**src/sv/palt_pkg.sv**
```systemverilog
// shared types and constants for the padded adjacency list table
// command and result words, operation codes, register indexes, defaults
// no dependencies
package palt_pkg;

	localparam int NODES_DEF      = 64;
	localparam int MAX_DEGREE_DEF = 16;

	localparam logic [7:0] EMPTY_SLOT = 8'd255;

	localparam logic [1:0] KIND_CLEAR = 2'd0;
	localparam logic [1:0] KIND_ADD   = 2'd1;
	localparam logic [1:0] KIND_READ  = 2'd2;
	localparam logic [1:0] KIND_LOAD  = 2'd3;

	localparam int CFG_IDX_W = 2;
	localparam int CFG_DAT_W = 7;
	localparam logic [CFG_IDX_W-1:0] REG_NODE_COUNT   = 2'd0;
	localparam logic [CFG_IDX_W-1:0] REG_ROW_CAPACITY = 2'd1;

	localparam logic [6:0] NODE_COUNT_RST   = 7'd64;
	localparam logic [4:0] ROW_CAPACITY_RST = 5'd16;

	typedef struct packed {
		logic [1:0]  kind;
		logic [5:0]  node;
		logic [5:0]  neighbor;
		logic [3:0]  slot;
		logic [63:0] row_bits;
	} cmd_word_t;

	typedef struct packed {
		logic [7:0] read_value;
		logic       overflow;
		logic [4:0] row_fill;
		logic [6:0] max_degree_seen;
	} res_word_t;

	typedef struct packed {
		logic        found;
		logic [5:0]  idx;
		logic [63:0] rest;
	} lowbit_t;

endpackage

```
**src/sv/palt_lowbit.sv**
```systemverilog
// lowest set bit finder for the matrix row scan
// returns the index of the lowest set bit and the row with that bit removed
// depends on palt_pkg
module palt_lowbit
	import palt_pkg::*;
(
	input  logic [63:0] bits,
	output lowbit_t     pick
);

	always_comb begin
		pick.idx = 6'd0;
		for (int i = 63; i >= 0; i--) begin
			if (bits[i]) begin
				pick.idx = 6'(i);
			end
		end
		pick.found = |bits;
		pick.rest  = bits & (bits - 64'd1);
	end

endmodule

```
**config.mk**
```make
export PLATFORM = sky130hd
export DESIGN_NAME = palt_lowbit
export DESIGN_NICKNAME = d
export VERILOG_FILES = /design/src/sv/palt_pkg.sv /design/src/sv/palt_lowbit.sv
export SDC_FILE = /design/constraint.sdc
export NUM_CORES = 1
export LEC_CHECK = 0
export ABC_AREA = 0
export BUFFER_PORTS_ARGS = -buffer_cell sky130_fd_sc_hd__buf_4
export CORE_UTILIZATION = 35
export DETAILED_ROUTE_END_ITERATION = 6
export PLACE_DENSITY_LB_ADDON = 0.3
export SYNTH_ARGS = -nofsm -noshare
export SYNTH_HDL_FRONTEND = slang
export SYNTH_SLANG_ARGS = --single-unit
```
**constraint.sdc**
```tcl
create_clock -name vclk -period 4.6
set_input_delay 0.69 -clock vclk [all_inputs]
set_output_delay 0.69 -clock vclk [all_outputs]
set_load 0.05 [all_outputs]
```
==> metrics, run 1 <==
clock network power share 0%; total die area 4620 sq um; TNS Setup 0 ns; compound-cell area share of the yosys netlist 43.5%; hold_buf cts 0; switching share of total power approximately 65%; mux contribution to synthesized area 0%; PD cells 117 nW/um^2; first-pass GRT wire length around 9.7 mm; P_sw between 200 and 250 uW; internal power 109 uW; relative slew slack 61.4%; total global routing overflow 0; post-synthesis xor/xnor area fraction 0%; seq_cells 0; CP max stage cell or4_4; leakage ~0.0011 uW; n_diodes 0; Hold Crit Start bits[1]; initial antenna violation count 0; Post-Syn Area between 1500 and 2000 sq um; Net Count, Synth around 320; FF/Latch Area 0 sq um; HP Class primary input to primary output; post-route ant nets 0; Std-Cell Rows 23; I/O pins roughly 140; Post-Synth Adder-Cell Area 0%; largest family of logic cells by synthesized area simple AND/OR/NAND/NOR gates; unrepaired setup endpoints after global routing no; Critical Path End Type primary output; number of global-route vias before repair roughly 2200; most frequent cell on the critical path or4_4; Total Wirelength 6.54 mm; Post-Synthesis Cells between 200 and 300; Area Overhead vs Synth 74.1%; number of setup buffers added after CTS 0; Synth Area per Inst 5.86 sq um; WS Path Type primary input to primary output; nets approximately 470; Post-CTS Resized 0; Min-Delay Path Depth 3; TritonRoute pass-1 iters 4; sequential share of power 0%; post-synthesis simple-gate area fraction between 50 and 60%; sequential area share after synthesis 0%; gpl congestion roughly 0.9; # port buffers between 100 and 150; WL/cell 14.5 um; DRC viols 0; max frequency 224 MHz; crit-path cells buf_4 > or4_4 > or4_1 > or4_4 > or4_4 > or4_4 > o41a_1 > buf_4; largest net degree at the start of global routing 10; GRT Overall Usage between 20 and 30%; Final setup viols 0; arrival time at the worst endpoint roughly 3.8 ns; Post-DP HPWL between 5 and 6 mm; Die X approximately 68 um; die height roughly 68 um; count leader, synth nor2_1; status completed; Synth cell types 42; WP data required about 3.9 ns; Initial Util between 30% and 40%; min cycle time layout 4.46 ns; WHS approximately 1.7 ns; final period utilization 97.0%; max-cap violation count 0; startpoint types primary input; Worst path max stage delay roughly 0.54 ns; clock buffers 0; area of the multi-input gates about 1500 sq um; Tightest Pin Transition around 0.57 ns; Ys Warns 0; filler cell count between 400 and 500; Avg Vias per Cell 5.92; layout cells sized above 1 a little over 40%; Yosys top cell area share 10.6%; Max IR drop VDD approximately 0.058 mV; Iter 0 DRT Violations 110; synth top area cells nor2_1 11%, nor4_1 7.8%, a21oi_1 6.9%; Commonest cells post-synth 43 x nor2_1, 21 x a21oi_1, 19 x nand2_1, 19 x nor4_1, 15 x inv_1; max-slew violations 0; combinational share of power 100.0%; Hold Path Sink pick[65]; cell accounting for the most synthesized area nor2_1; Final Hold Violating Endpoints 0; Crit Path Max Fanout 7; core area slightly above 4000 sq um; DR vias 2666
[final cells by class]
class                           count  area share [%]
Multi-Input combinational cell    241            54.7
Inverter                           15            2.12
Timing Repair Buffer              144            40.8
Tap cell                           50            2.36
[how the worst max path moves through the flow]
stage | startpoint | to | slack, ns | cells after the start
6_report | bits[24] | pick[59] | 0.14 | 8
5_1_grt | bits[23] | pick[59] | 0.10 | 8
4_1_cts | bits[24] | pick[59] | 0.05 | 8
3_5_place_dp | bits[24] | pick[59] | 0.06 | 8
3_3_place_gp | bits[24] | pick[59] | 0.07 | 8
2_1_floorplan | bits[24] | pick[59] | 0.22 | 7
[critical path, delay by kind of cell]
| kind | cells | cell delay, ns |
|---|---|---|
| and+or+nand+nor | 5 | 2.45 |
| AOI/OAI and AO/OA | 1 | 0.33 |
| buffers and inverters | 2 | 0.30 |
[kinds of logic (layout without fill, tap and decap cells)]
logic type      count (synthesis)  after routing
buf+inv                        19            159
other cells                     1              1
simple gates                  147            147
compound gates                 93             93
[per-stage QoR]
stage / instances / cell area (sq um) / power, uW / util [%] / worst slack [ns]
detailed placement: 450 / 2650 / 306 / 64.8 / 0.0604
finish: 450 / 2650 / 309 / 64.9 / 0.137
CTS: 450 / 2650 / 307 / 64.8 / 0.0456
global placement: 450 / 2650 / 303 / 64.8 / 0.0704
floorplan: 260 / 1520 / 174 / - / 0.223
global route: 450 / 2650 / 326 / 64.9 / 0.103
[layout by cell type, fill, tap and decap left out, drive strengths merged, types with 2 or more instances in the layout]
| master | count |
|---|---|
| a21boi | 5 |
| and3 | 2 |
| buf | 144 |
| a2111oi | 2 |
| o311ai | 2 |
| nand2 | 19 |
| nand4 | 5 |
| o31ai | 6 |
| nand2b | 2 |
| nor3 | 11 |
| o21ai | 11 |
| or3 | 5 |
| inv | 15 |
| nor2 | 43 |
| nand3 | 8 |
| a21oi | 21 |
| nor4 | 19 |
| a41oi | 2 |
| a31oi | 7 |
| o41a | 3 |
| o21a | 14 |
| and2 | 16 |
| or4 | 10 |
| nor2b | 3 |
| a211oi | 2 |
| o31a | 13 |
[metal layers]
metal / routed length (um) / vias up / GRT usage (%) / share of wire (%)
met2: 3220 / 133 / 48.8 / 49
met1: 2620 / 1227 / 30.9 / 40
li1: - / 1298 / - / -
met5: 0 / - / 0 / 0
met3: 607 / 8 / 3.00 / 9.3
met4: 99 / 0 / 5.21 / 1.5
[power by group through the flow]
stage	clock [uW]	sequential (uW)	combinational (uW)
finish	0	0	309
CTS	0	0	307
detailed placement	0	0	306
global placement	0	0	303
floorplan	0	0	174
global route	0	0	326
(Power assumes the default switching activity.)
==> run 2: changes to the inputs <==
--- a/config.mk
+++ b/config.mk
@@ -7,6 +7,7 @@
 export LEC_CHECK = 0
 export ABC_AREA = 0
 export BUFFER_PORTS_ARGS = -buffer_cell sky130_fd_sc_hd__buf_4
+export CORE_ASPECT_RATIO = 0.7
 export CORE_UTILIZATION = 35
 export DETAILED_ROUTE_END_ITERATION = 6
 export PLACE_DENSITY_LB_ADDON = 0.3
==> run 2 against run 1 <==
Final cell count is 1.1% higher; global-route usage grew 3.2 points; count of clock-buffer cells in the layout unchanged; core utilization grew 1.2 points; highest routed layer unchanged; fmax down 2.0%; critical path depth unchanged; design area rose by 0.80%; sequential share of layout area did not move; combinational power barely moved; first-iteration DRC count up 75%; non-clock buffer count is 3 higher; power rose by 0.82%.
==> metrics, run 2 (synthesis results as in run 1) <==
status completed; Critical Path End Type primary output; leakage approximately 0.0011 uW; hold_buf cts 0; gpl congestion approximately 0.96; Tightest Pin Transition 0.829 ns; FF/Latch Area 0 sq um; WP data required 3.91 ns; min cycle time layout approximately 4.6 ns; Std-Cell Rows 19; seq_cells 0; I/O pins 135; relative slew slack about 44%; layout cells sized above 1 between 40% and 50%; Final setup viols 0; GRT Overall Usage 29.1%; WHS about 1.7 ns; WL/cell approximately 15 um; Post-DP HPWL between 5 and 6 mm; number of global-route vias before repair 2264; PD cells 117 nW/um^2; TNS Setup 0 ns; # port buffers between 100 and 150; clock buffers 0; DRC viols 0; WS Path Type primary input to primary output; commonest non-fill, non-tap cells in the layout 147 x buf_4, 43 x nor2_1, 21 x a21oi_1; HP Class primary input to primary output; unrepaired setup endpoints after global routing no; initial antenna violation count 0; Die X approximately 81 um; max-slew violations 0; TritonRoute pass-1 iters 5; Hold Path Sink pick[65]; first-pass GRT wire length roughly 11 mm; startpoint types primary input; core area between 4000 and 5000 sq um; largest net degree at the start of global routing 10; Initial Util roughly 38%; post-route ant nets 0; Max IR drop VDD approximately 0.07 mV; commonest non-fill, non-tap cell in the layout buf_4; final period utilization roughly 99%; Crit Path Max Fanout 7; die height about 57 um; total global routing overflow 0; DR vias roughly 2700; Iter 0 DRT Violations 192; arrival time at the worst endpoint ~3.9 ns; Min-Delay Path Depth 3; Post-CTS Resized 0; Final Hold Violating Endpoints 0; Area Overhead vs Synth 75.5%; n_diodes 0; max-cap violation count 0; total die area 4620 sq um; Hold Crit Start bits[1]; number of setup buffers added after CTS 0; Total Wirelength between 7 and 8 mm; Avg Vias per Cell roughly 5.9; nets approximately 470; max frequency 220 MHz
-- run 2: changes by cell type in the layout (fill, tap and decap cells not counted), sizes merged --
cell  change
buf       +3
-- run 2: worst max-delay path by stage --
| stage | from | endpoint | slack, ns | cells after the start |
|---|---|---|---|---|
| finish | bits[24] | pick[59] | 0.05 | 8 |
| detailed placement | bits[24] | pick[59] | 0.05 | 8 |
| CTS | bits[24] | pick[59] | 0.05 | 8 |
| global placement | bits[24] | pick[59] | 0.09 | 8 |
| global route | bits[24] | pick[59] | 0.00007 | 8 |
| floorplan | bits[24] | pick[59] | 0.22 | 7 |
-- run 2: critical path: stages --
cell	delay, ns
buf_4	0.12
or4_4	0.54
or4_1	0.47
or4_4	0.50
or4_4	0.43
or4_1	0.56
o41a_1	0.36
buf_4	0.19
-- run 2: report_power, final --
part	total (uW)	internal [uW]	switching [uW]
combinational	311	110	202
sequential	0	0	0
clock	0	0	0
total	311	110	202
-- run 2: per-stage QoR --
step	total power, uW	instance area (sq um)	utilization (%)	std cells	setup slack [ns]
final	311	2670	66.1	455	0.0455
after global routing	328	2670	66.1	455	0.0000688
after CTS	309	2670	66.1	455	0.0497
after detailed placement	308	2670	66.1	455	0.0520
after global placement	308	2670	66.1	455	0.0865
after floorplan	174	1520	-	260	0.223
-- run 2: area by class of cell --
type                            instances  area [sq um]
Multi-Input combinational cell        241          1450
Fill cell                             388          1370
Timing Repair Buffer                  147          1100
Tap cell                               52          65.1
Inverter                               15          56.3
-- run 2: layer usage --
metal,share of wire [%],track usage [%]
met1,47,46.3
met2,41,42.4
met3,11,2.88
met4,1.6,3.83
met5,0,0
